## src/tsch_pkg.sv

```systemverilog
// ----------------------------------------------------------------------------
// tsch_pkg: shared types and constants of the task scheduler
// Words of both channels, one table entry, cell and head-unit controls.
// ----------------------------------------------------------------------------
`default_nettype none

package tsch_pkg;

  localparam int unsigned CAP_W  = 20;
  localparam int unsigned NEED_W = 21;
  localparam int unsigned SUM_W  = 22;
  localparam int unsigned LEFT_W = 5;

  localparam logic MODE_INSERT = 1'b0;
  localparam logic MODE_TICK   = 1'b1;

  localparam logic STATUS_DONE = 1'b0;
  localparam logic STATUS_FULL = 1'b1;

  localparam logic [CAP_W-1:0] CAP_RESET = 20'd2048;

  typedef struct packed {
    logic        mode;
    logic [7:0]  model_tag;
    logic [15:0] task_id;
    logic [10:0] threads_per_block;
    logic [9:0]  block_count;
    logic [15:0] run_time;
    logic        has_pages;
  } in_word_t;

  typedef struct packed {
    logic              status;
    logic [7:0]        done_model_tag;
    logic [15:0]       done_task_id;
    logic              to_victim;
    logic              last;
    logic [LEFT_W-1:0] tasks_left;
  } out_word_t;

  // load is kept as threads * blocks, worked out once on insert
  typedef struct packed {
    logic [7:0]        model_tag;
    logic [15:0]       task_id;
    logic [NEED_W-1:0] need;
    logic [15:0]       run_time;
    logic              has_pages;
  } entry_t;

  typedef struct packed {
    logic ins;
    logic head;
    logic shift;
  } cell_sel_t;

  typedef struct packed {
    logic clear;
    logic step;
    logic admit_pass;
  } head_ctrl_t;

  typedef enum logic [1:0] {
    ST_IDLE,
    ST_RUN,
    ST_EMIT
  } state_t;

endpackage

`default_nettype wire

```

## src/capacity_limited_task_scheduler.sv

```systemverilog
// Insert: no result word, but a refused insert leaves one word next cycle.
// Tick over N held tasks: an admission walk over all N, then, if any task finished, an
// emit and compaction walk that waits while out is stalled. Unless held, the chain of
// TABLE_DEPTH cells moves one slot a cycle past one admission unit during a walk.
// Reset empties the table and sets the capacity to 2048; slot contents are not cleared.
// ----------------------------------------------------------------------------
// capacity_limited_task_scheduler: arrival-ordered task table with capacity
// Inserts, runs tasks per tick under a load limit, reports finished and refused ones.
// ----------------------------------------------------------------------------
`default_nettype none

module capacity_limited_task_scheduler #(
  parameter int unsigned TABLE_DEPTH = 16
) (
  input  wire logic                         clk,
  input  wire logic                         rst_n,
  input  wire logic                         in_valid,
  output logic                              in_ready,
  input  wire tsch_pkg::in_word_t           in_data,
  output logic                              out_valid,
  input  wire logic                         out_ready,
  output tsch_pkg::out_word_t               out_data,
  input  wire logic                         cfg_valid,
  output logic                              cfg_ready,
  input  wire logic [tsch_pkg::CAP_W-1:0]   cfg_data
);

  localparam int unsigned CNT_W = $clog2(TABLE_DEPTH + 1);
  localparam int unsigned IDX_W = $clog2(TABLE_DEPTH);

  tsch_pkg::state_t state_r, state_nxt;

  logic [CNT_W-1:0]           count_r, count_nxt;
  logic [CNT_W-1:0]           k_r, k_nxt;
  logic [CNT_W-1:0]           nfin_r, nfin_nxt;
  logic [CNT_W-1:0]           emit_r, emit_nxt;
  logic [IDX_W-1:0]           tail_r, tail_nxt;
  logic [tsch_pkg::CAP_W-1:0] cap_r, cap_nxt;
  tsch_pkg::out_word_t        out_r, out_nxt;
  logic                       out_valid_r, out_valid_nxt;

  logic                 in_fire;
  logic                 out_free;
  logic                 ins_we;
  logic                 reject;
  logic                 start;
  logic                 step_en;
  logic                 keep;
  logic                 emit_fire;
  logic                 walk_end;
  tsch_pkg::entry_t     ins_entry;
  tsch_pkg::entry_t     head_out;
  logic                 head_fin;
  tsch_pkg::head_ctrl_t head_ctrl;
  tsch_pkg::entry_t     cells [TABLE_DEPTH];
  tsch_pkg::cell_sel_t  sel [TABLE_DEPTH];

  assign out_free  = !out_valid_r || out_ready;
  assign in_ready  = (state_r == tsch_pkg::ST_IDLE) && out_free;
  assign in_fire   = in_valid && in_ready;
  assign cfg_ready = 1'b1;
  assign walk_end  = (k_r == count_r - CNT_W'(1));

  assign ins_entry.model_tag = in_data.model_tag;
  assign ins_entry.task_id   = in_data.task_id;
  assign ins_entry.need      = tsch_pkg::NEED_W'(in_data.threads_per_block) *
                               tsch_pkg::NEED_W'(in_data.block_count);
  assign ins_entry.run_time  = in_data.run_time;
  assign ins_entry.has_pages = in_data.has_pages;

  // next state
  always_comb begin
    state_nxt = state_r;
    unique case (state_r)
      tsch_pkg::ST_IDLE: begin
        if (start) begin
          state_nxt = tsch_pkg::ST_RUN;
        end
      end
      tsch_pkg::ST_RUN: begin
        if (walk_end) begin
          state_nxt = (nfin_nxt == '0) ? tsch_pkg::ST_IDLE : tsch_pkg::ST_EMIT;
        end
      end
      tsch_pkg::ST_EMIT: begin
        if (step_en && walk_end) begin
          state_nxt = tsch_pkg::ST_IDLE;
        end
      end
      default: state_nxt = tsch_pkg::ST_IDLE;
    endcase
  end

  // outputs and datapath control
  always_comb begin
    start     = 1'b0;
    ins_we    = 1'b0;
    reject    = 1'b0;
    step_en   = 1'b0;
    keep      = 1'b0;
    emit_fire = 1'b0;
    head_ctrl = '0;
    count_nxt = count_r;
    k_nxt     = k_r;
    nfin_nxt  = nfin_r;
    emit_nxt  = emit_r;
    tail_nxt  = tail_r;
    unique case (state_r)
      tsch_pkg::ST_IDLE: begin
        if (in_fire && (in_data.mode == tsch_pkg::MODE_INSERT)) begin
          if (count_r < CNT_W'(TABLE_DEPTH)) begin
            ins_we    = 1'b1;
            count_nxt = count_r + CNT_W'(1);
          end else begin
            reject = 1'b1;
          end
        end else if (in_fire && (count_r != '0)) begin
          start           = 1'b1;
          head_ctrl.clear = 1'b1;
          k_nxt           = '0;
          nfin_nxt        = '0;
          tail_nxt        = IDX_W'(count_r - CNT_W'(1));
        end
      end
      tsch_pkg::ST_RUN: begin
        step_en              = 1'b1;
        keep                 = 1'b1;
        head_ctrl.step       = 1'b1;
        head_ctrl.admit_pass = 1'b1;
        nfin_nxt             = nfin_r + CNT_W'(head_fin);
        k_nxt                = k_r + CNT_W'(1);
        if (walk_end) begin
          k_nxt    = '0;
          emit_nxt = '0;
        end
      end
      tsch_pkg::ST_EMIT: begin
        // hold the walk while a finished task cannot leave
        step_en   = !head_fin || out_free;
        keep      = !head_fin;
        emit_fire = head_fin && out_free;
        if (step_en) begin
          k_nxt = k_r + CNT_W'(1);
          if (head_fin) begin
            tail_nxt = tail_r - IDX_W'(1);
            emit_nxt = emit_r + CNT_W'(1);
          end
          if (walk_end) begin
            count_nxt = count_r - nfin_r;
          end
        end
      end
      default: ;
    endcase
  end

  always_comb begin
    out_valid_nxt = out_valid_r && !out_ready;
    out_nxt       = out_r;
    if (reject) begin
      out_valid_nxt          = 1'b1;
      out_nxt.status         = tsch_pkg::STATUS_FULL;
      out_nxt.done_model_tag = in_data.model_tag;
      out_nxt.done_task_id   = in_data.task_id;
      out_nxt.to_victim      = 1'b0;
      out_nxt.last           = 1'b1;
      out_nxt.tasks_left     = tsch_pkg::LEFT_W'(count_r);
    end else if (emit_fire) begin
      out_valid_nxt          = 1'b1;
      out_nxt.status         = tsch_pkg::STATUS_DONE;
      out_nxt.done_model_tag = cells[0].model_tag;
      out_nxt.done_task_id   = cells[0].task_id;
      out_nxt.to_victim      = cells[0].has_pages;
      out_nxt.last           = (emit_r + CNT_W'(1) == nfin_r);
      out_nxt.tasks_left     = tsch_pkg::LEFT_W'(count_r - nfin_r);
    end
  end

  always_comb begin
    cap_nxt = cap_r;
    if (cfg_valid && cfg_ready) begin
      cap_nxt = cfg_data;
    end
  end

  always_ff @(posedge clk) begin
    if (!rst_n) begin
      state_r     <= tsch_pkg::ST_IDLE;
      count_r     <= '0;
      k_r         <= '0;
      nfin_r      <= '0;
      emit_r      <= '0;
      tail_r      <= '0;
      cap_r       <= tsch_pkg::CAP_RESET;
      out_valid_r <= 1'b0;
    end else begin
      state_r     <= state_nxt;
      count_r     <= count_nxt;
      k_r         <= k_nxt;
      nfin_r      <= nfin_nxt;
      emit_r      <= emit_nxt;
      tail_r      <= tail_nxt;
      cap_r       <= cap_nxt;
      out_valid_r <= out_valid_nxt;
    end
  end

  always_ff @(posedge clk) begin
    out_r <= out_nxt;
  end

  assign out_valid = out_valid_r;
  assign out_data  = out_r;

  tsch_head u_head (
    .clk      (clk),
    .rst_n    (rst_n),
    .ctrl     (head_ctrl),
    .head_in  (cells[0]),
    .cap      (cap_r),
    .head_out (head_out),
    .fin      (head_fin)
  );

  for (genvar i = 0; i < TABLE_DEPTH; i++) begin : g_cell
    tsch_pkg::entry_t right;

    assign sel[i].ins   = ins_we && (count_r[IDX_W-1:0] == IDX_W'(i));
    assign sel[i].head  = step_en && keep && (tail_r == IDX_W'(i));
    assign sel[i].shift = step_en;

    if (i == TABLE_DEPTH - 1) begin : g_end
      assign right = cells[i];
    end else begin : g_mid
      assign right = cells[i+1];
    end

    tsch_cell u_cell (
      .clk         (clk),
      .sel         (sel[i]),
      .ins_entry   (ins_entry),
      .head_entry  (head_out),
      .right_entry (right),
      .entry       (cells[i])
    );
  end

  a_count_range: assert property (@(posedge clk) disable iff (!rst_n)
    count_r <= CNT_W'(TABLE_DEPTH))
    else $error("task count beyond table depth");

  a_walk_nonempty: assert property (@(posedge clk) disable iff (!rst_n)
    (state_r != tsch_pkg::ST_IDLE) |-> (count_r != '0))
    else $error("walk running over an empty table");

  a_emit_bound: assert property (@(posedge clk) disable iff (!rst_n)
    emit_fire |-> (emit_r < nfin_r))
    else $error("more finished words than finished tasks");

  a_emit_all: assert property (@(posedge clk) disable iff (!rst_n)
    (state_r == tsch_pkg::ST_EMIT && step_en && walk_end) |->
      (emit_r + CNT_W'(emit_fire) == nfin_r))
    else $error("emit walk ended with finished tasks unreported");

  a_in_block: assert property (@(posedge clk) disable iff (!rst_n)
    start |=> (!in_ready && state_r == tsch_pkg::ST_RUN))
    else $error("input taken while a tick walk runs");

endmodule

`default_nettype wire

```

## src/tsch_cell.sv

```systemverilog
// ----------------------------------------------------------------------------
// tsch_cell: one table slot of the task chain
// Loads a new task, a word from the head unit, or its right neighbor.
// ----------------------------------------------------------------------------
`default_nettype none

module tsch_cell (
  input  wire logic                clk,
  input  wire tsch_pkg::cell_sel_t sel,
  input  wire tsch_pkg::entry_t    ins_entry,
  input  wire tsch_pkg::entry_t    head_entry,
  input  wire tsch_pkg::entry_t    right_entry,
  output tsch_pkg::entry_t         entry
);

  tsch_pkg::entry_t entry_r;
  tsch_pkg::entry_t entry_nxt;

  always_comb begin
    priority if (sel.ins) begin
      entry_nxt = ins_entry;
    end else if (sel.head) begin
      entry_nxt = head_entry;
    end else if (sel.shift) begin
      entry_nxt = right_entry;
    end else begin
      entry_nxt = entry_r;
    end
  end

  always_ff @(posedge clk) begin
    entry_r <= entry_nxt;
  end

  assign entry = entry_r;

endmodule

`default_nettype wire

```

## src/tsch_head.sv

```systemverilog
// ----------------------------------------------------------------------------
// tsch_head: admission unit at the head of the chain
// Admits the head task against the tick's running load and counts it down.
// ----------------------------------------------------------------------------
`default_nettype none

module tsch_head (
  input  wire logic                           clk,
  input  wire logic                           rst_n,
  input  wire tsch_pkg::head_ctrl_t           ctrl,
  input  wire tsch_pkg::entry_t               head_in,
  input  wire logic [tsch_pkg::CAP_W-1:0]     cap,
  output tsch_pkg::entry_t                    head_out,
  output logic                                fin
);

  logic [tsch_pkg::CAP_W-1:0] load_r;
  logic [tsch_pkg::CAP_W-1:0] load_nxt;
  logic [tsch_pkg::SUM_W-1:0] sum;
  logic                       admit;

  assign sum   = tsch_pkg::SUM_W'(load_r) + tsch_pkg::SUM_W'(head_in.need);
  assign admit = ctrl.admit_pass && (head_in.run_time != 16'd0) &&
                 (sum <= tsch_pkg::SUM_W'(cap));

  always_comb begin
    head_out = head_in;
    if (admit) begin
      head_out.run_time = head_in.run_time - 16'd1;
    end
  end

  assign fin = (head_out.run_time == 16'd0);

  // admitted load never exceeds capacity, so it fits in CAP_W bits
  always_comb begin
    priority if (ctrl.clear) begin
      load_nxt = '0;
    end else if (ctrl.step && admit) begin
      load_nxt = sum[tsch_pkg::CAP_W-1:0];
    end else begin
      load_nxt = load_r;
    end
  end

  always_ff @(posedge clk) begin
    if (!rst_n) begin
      load_r <= '0;
    end else begin
      load_r <= load_nxt;
    end
  end

endmodule

`default_nettype wire
```

## config.mk

```make
export PLATFORM = sky130hd
export DESIGN_NAME = capacity_limited_task_scheduler
export DESIGN_NICKNAME = d
export VERILOG_FILES = /design/src/tsch_pkg.sv /design/src/capacity_limited_task_scheduler.sv /design/src/tsch_cell.sv /design/src/tsch_head.sv
export SDC_FILE = /design/constraint.sdc
export NUM_CORES = 2
export LEC_CHECK = 0
export BUFFER_PORTS_ARGS = -buffer_cell sky130_fd_sc_hd__buf_2
export CAP_MARGIN = 40
export CORE_MARGIN = 1.5
export CORE_UTILIZATION = 35
export CTS_CLUSTER_SIZE = 25
export DETAILED_ROUTE_END_ITERATION = 12
export GPL_TIMING_DRIVEN = 0
export PLACE_DENSITY = 0.48
export SLEW_MARGIN = 20
export SYNTH_ARGS = -nofsm -noshare
export SYNTH_HDL_FRONTEND = slang
export SYNTH_HIERARCHICAL = 1
export SYNTH_SLANG_ARGS = --single-unit
```

## constraint.sdc

```tcl
create_clock -name clk -period 7.8 [get_ports clk]
set_clock_uncertainty 0.2 [all_clocks]
set_input_delay 0.78 -clock clk [delete_from_list [all_inputs] [get_ports clk]]
set_output_delay 0.78 -clock clk [all_outputs]
set_load 0.01 [all_outputs]
```

# --- Word-level counts from Yosys, hierarchy flattened ---
# Cells that the tools add are included.
totals:
  ff_bits: 1091
  inputBits: 88
  out_inout_bits: 35
op_classes:
  n_addsub: 9
  mul: 1
  n_bitwise: 2
  reduce_logical: 83
  eq_ne: 45
  mux: 92
  magnitude_cmp: 2
ops:
  columns: ["cell", "n"]
  rows:
  - ["$mux W62", 47]
  - ["$mux W5", 13]
  - ["$eq A4 B4 Y1 const B", 16]
  - ["$mux W31", 2]
  - ["$reduce_bool A3 Y1", 16]
  - ["$logic_and A1 B1 Y1", 43]
  - ["$eq A4 B3 Y1 const B", 8]
  - ["$pmux W5 S2", 3]
  - ["$add A20 B21 Y22", 1]
  - ["$le A22 B20 Y1", 1]
  - ["$mul A11 B10 Y21", 1]
  - ["$eq A4 B2 Y1 const B", 4]
  - ["$logic_not A16 Y1", 1]
  - ["$mux W16", 1]
  - ["$mux W4", 4]
  - ["$reduce_bool A16 Y1", 1]
  - ["$sub A16 B1 Y16 const B", 1]
  - ["$add A5 B1 Y5 const B", 3]
  - ["$pmux W5 S3", 1]
  - ["$ne A2 B2 Y1 const B", 7]
  - ["$mux W1", 12]
  - ["$eq A5 B5 Y1", 2]
  - ["$mux W2", 5]
  - ["$reduce_and A5 Y1", 2]
  - ["24 further kinds", 39]

# --- Depth between registers and ports, before layout ---
logic_depth:
  depth_word: 13
  ltp_mapped: 29
  mapped_depth_nobuf: 27

# --- Cells and area by module ---
# Netlist, hierarchy kept.
by_module_without_submodules:
  columns: ["module", "n_inst", "area_each_um2", "cells_per_inst"]
  rows:
  - ["tsch_cell", 16, 3241.9, 270]
  - ["capacity_limited_task_scheduler", 1, 8065.2, 955]
  - ["tsch_head", 1, 3316.9, 444]

# --- Worst setup path before layout ---
# Ideal clock, no wire load.
synth_path:
  kind: "reg2reg"
  startpoint: "reg g_cell[0].u_cell.entry_r, in the netlist g_cell[0].u_cell/entry[22]"
  endpoint: "reg g_cell[1].u_cell.entry_r, in the netlist g_cell[1].u_cell/entry[0], enable pin"
  n_path_buf: 2
  required_time_ps: 7178
  setup_ps: 422
  arrival_time_ps: 6105
  path_slack_ps: 1072
  stages_incl_launch_ff: 24
  cell_sequence: "edfxtp_1 ha_1 a21o_1 or3_4 o22ai_4 o31ai_1 a311oi_1 xnor2_1 ha_1 nor2b_1 o21ai_0 nand4_1 o31a_1 buf_1 nor3_2 a311oi_1 o2111ai_1 nor2_1 nor2b_1 o21a_1 nand2_1 nor3_1 buf_6 or3_1"
synth_lines:
  columns: ["item", "line", "source"]
  rows:
  - ["from (decl)", "tsch_cell.sv:16", "tsch_pkg::entry_t entry_r;"]
  - ["from (signal assigned)", "tsch_cell.sv:32", "entry_r <= entry_nxt;"]
  - ["to (signal assigned)", "tsch_cell.sv:32", null]
  - ["to (decl)", "tsch_cell.sv:16", null]

==> results.toml <==
[global_routing]
globalRouteOverflowTotal = 0
grt_antenna_before_repair = 13
largest_net_degree_at_the_start_of_global_routing = 49
grt_first_pass_wirelength_mm = 292
total_global_routing_track_utilization = 0.212
grt_pass1_vias = 44500

[finish]
final_cell_area_sq_mm = 0.0726
utilization = 0.405
stdcell_count = 8526
layout.filler_cells = 17200
post_route_cells_drive_above_1_share = 0.123
nNetsFinal = 6337
area.growth.synth_to_final_pct = 14.7

[pwr]
power_per_cell_area_mw_per_mm2 = 246
p_leak_nw = 22.7
ir_worst_vdd_v = 0.000288

[clock_network]
root_buf_cell = "sky130_fd_sc_hd__clkbuf_16"
cts_made_buffers = 133
htree_num_levels = 4
max-clock-path-buffers = 3
worst_setup_hold_path_clk_slew_ns = 0.06
clk_latency_ns = 0.79
clock_tree_from_tritoncts = "done"
clock_sink_count = 1091

[critical_path]
crit_slowest_cell = "sky130_fd_sc_hd__o31a_2"
peak_per_stage_delay_on_the_critical_path_ns = 0.49
worstPathRequired_ns = 8.05
cp-start-kind = "flip-flop"
ff2ff_setup_slack_ns = 0.34
cp-end-kind = "flip-flop"
timing.rr.end = "g_cell[12].u_cell/entry[46]$_DFFE_PP_"
critPathMaxFanout = 41
timing_worst_setup_path_type = "flip-flop to flip-flop"
reg2reg_depth = 25
crit_arrival_ns = 7.71
crit-reg2reg-launch = "g_cell[0].u_cell/entry[17]$_DFFE_PP_"

[synth]
yosys.cell_count.top_type = "sky130_fd_sc_hd__nand2_1"
postSynthNetCount = 5997
ys_top_cells_by_count = "sky130_fd_sc_hd__nand2_1 (1167), sky130_fd_sc_hd__mux2i_1 (1034), sky130_fd_sc_hd__edfxtp_1 (1021)"
ys.flop_type = "sky130_fd_sc_hd__edfxtp_1"
portion_of_the_post_synthesis_area_used_by_sequential_elements = 0.507
synth.cell_area_sq_mm = 0.0633
synth-async-reset-ratio = 0
syn-mean-instance-area_sq_um = 11.1
netlist-cell-type-count = 86
synth.ff_latch_count = 1091
synth_top_cell_area_share = 0.485
synth_enable_flop_cells = 1021
post_synth_main_area_contributors = "sky130_fd_sc_hd__edfxtp_1 (48%), sky130_fd_sc_hd__mux2i_1 (16%), sky130_fd_sc_hd__o21ai_1 (7.5%)"
yosysWarnings = 6
syn-instance-count = 5719
synth_top_area_cell = "sky130_fd_sc_hd__edfxtp_1"

[sta]
post-route-period-util = 0.956
hold_slack_ns = 0.0675
final.min_clock_period_ns = 7.46
clock.fmax_mhz = 134
worstMarginPinSlew_ns = 0.877
report.final.hold_viol_count = 0
setup_viol = 0
setup-tns-final_ns = 0
rsz0062_at_grt = "no"
timing.max_slew.rel_slack = 0.416
timing.final.max_slew_violations = 0

[floorplanning]
dieHeight_um = 428
initial_utilization = 0.353
placeable_core_area_sq_mm = 0.179
fp.dieW_um = 428
die-area_sq_mm = 0.183
ioPinCount = 123
floorplan.rows = 155

[min_path]
timing.hold.worst_path_depth = 3
worstHoldEndpoint = "cap_r[13]$_SDFFE_PN0P_"
timing.hold.worst.start = "cfg_data[13]"
min-delay-path-class = "input pin to flip-flop"

[routing]
wire_per_inst_um = 23.4
drt-vias-per-instance = 5.17
drt.antenna.violating_nets = 0
dr_total_vias = 44100
drt_iter0_markers = 3417
drc_errors = 0
postRouteWirelength_mm = 199
first_pass_iters = 6

[place]
placedInstanceArea_sq_mm = 0.0677
count_of_input_and_output_buffers = 109
hpwlAfterDp_mm = 139
gp_routability_congestion = 0.829
number_of_cells_after_detailed_placement = 8226

[run]
maxCapViolations = 0

[outcome]
outcome = "finished, final reports clean"
[kinds of logic after synthesis]
| logic type | Yosys count | synth area share |
|---|---|---|
| compound gates | 1207 | 0.102 |
| other cells | 1 | 0.0000593 |
| fa+ha+maj | 190 | 0.0461 |
| mux | 1035 | 0.164 |
| flops | 1091 | 0.507 |
| buf+inv | 576 | 0.0696 |
| simple gates | 1552 | 0.102 |
| xor+xnor | 67 | 0.00951 |
[metrics by stage]
stage / setup slack (ns) / power [mW]
5_1_grt: 0.00685 / 18.8
2_1_floorplan: 1.07 / 9.62
3_5_place_dp: -0.250 / 11.7
3_3_place_gp: -1.97 / 11.2
4_1_cts: 0.000845 / 17.9
6_report: 0.344 / 17.9
[cells in the final DEF, fill, tap and decap left out, drive strengths merged, types with 13 or more instances in the layout]
cell type and instances:
fa 72, clkbuf 331, o21ai 1027, clkinv 46, a21oi 63, ha 118, dfxtp 70, inv 134
buf 469, a21o 13, nand4 16, dlygate4sd3 18, nor3 35, nand3 50, o21a 13, nor2 127
nand2 1167, nand2b 14, xnor2 40, or3 37, xor2 26, edfxtp 1021, and2 69, mux2i 1034
nor4 16
[layout make-up]
cell class | count | area (sq um) | area share
Clock buffer | 177 | 3640 | 0.0502
Multi-Input combinational cell | 4065 | 27200 | 0.375
Clock inverter | 65 | 599 | 0.00826
Buffer | 448 | 3920 | 0.0541
Timing Repair Buffer | 193 | 1690 | 0.0232
Tap cell | 2355 | 2950 | 0.0406
Sequential cell | 1091 | 32100 | 0.442
Inverter | 127 | 477 | 0.00657
Antenna cell | 5 | 12.5 | 0.000172
[state kept, by name, summed over array words and instances (netlist names)]
signal,flops
g_cell.u_cell/entry,992
out_data,32
cap_r,20
u_head/load_r,20
count_r,5
emit_r,5
k_r,5
nfin_r,5
tail_r,4
state_r,2
out_valid,1
[metal layers]
| metal | vias to the layer above | global-route usage | wire (um) | part of all wire |
|---|---|---|---|---|
| met5 | - | 0 | 44 | 0.00022 |
| met4 | 8 | 0.0657 | 4710 | 0.024 |
| met3 | 228 | 0.0327 | 10500 | 0.053 |
| met2 | 1122 | 0.350 | 93900 | 0.47 |
| met1 | 21500 | 0.286 | 90000 | 0.45 |
| li1 | 21300 | - | - | - |
[worst max path at each step]
stage / slack, ns / cells after the start / to / from
finish: 0.34 / 25 / g_cell[12].u_cell/entry[46]$_DFFE_PP_ / g_cell[0].u_cell/entry[17]$_DFFE_PP_
CTS: 0.0008 / 26 / g_cell[13].u_cell/entry[41]$_DFFE_PP_ / g_cell[0].u_cell/entry[19]$_DFFE_PP_
floorplan: 1.07 / 23 / g_cell[1].u_cell/entry[0]$_DFFE_PP_ / g_cell[0].u_cell/entry[22]$_DFFE_PP_
global placement: -1.97 / 25 / g_cell[15].u_cell/entry[31]$_DFFE_PP_ / g_cell[0].u_cell/entry[17]$_DFFE_PP_
global route: 0.007 / 25 / g_cell[12].u_cell/entry[9]$_DFFE_PP_ / g_cell[0].u_cell/entry[17]$_DFFE_PP_
detailed placement: -0.25 / 25 / g_cell[13].u_cell/entry[18]$_DFFE_PP_ / g_cell[0].u_cell/entry[28]$_DFFE_PP_
[where the power goes]
group,total [mW],switching (mW),internal (mW)
combinational,4.78,3.28,1.50
clock,6.14,2.55,3.58
sequential,6.97,0.135,6.83
[critical path, delay by kind of cell, from the launching register on]
kind / cells / cell delay, ns
compound gates: 9 / 2.41
xor+xnor: 1 / 0.37
fa+ha+maj: 3 / 0.94
buf+inv: 3 / 0.71
flops: 1 / 0.42
simple gates: 9 / 2.01
[timing repair]
item | 4_1_cts | 5_1_grt
gates cloned | 2 | 11
hold buffers | 18 | 0
setup endpoints to repair | 729 | 1382
buffers inserted | 0 | 17
hold endpoints to repair | 18 | 0
pin swaps | 2 | 9
gates resized for setup | 1 | 9
Power figures use the tool's default switching activity.
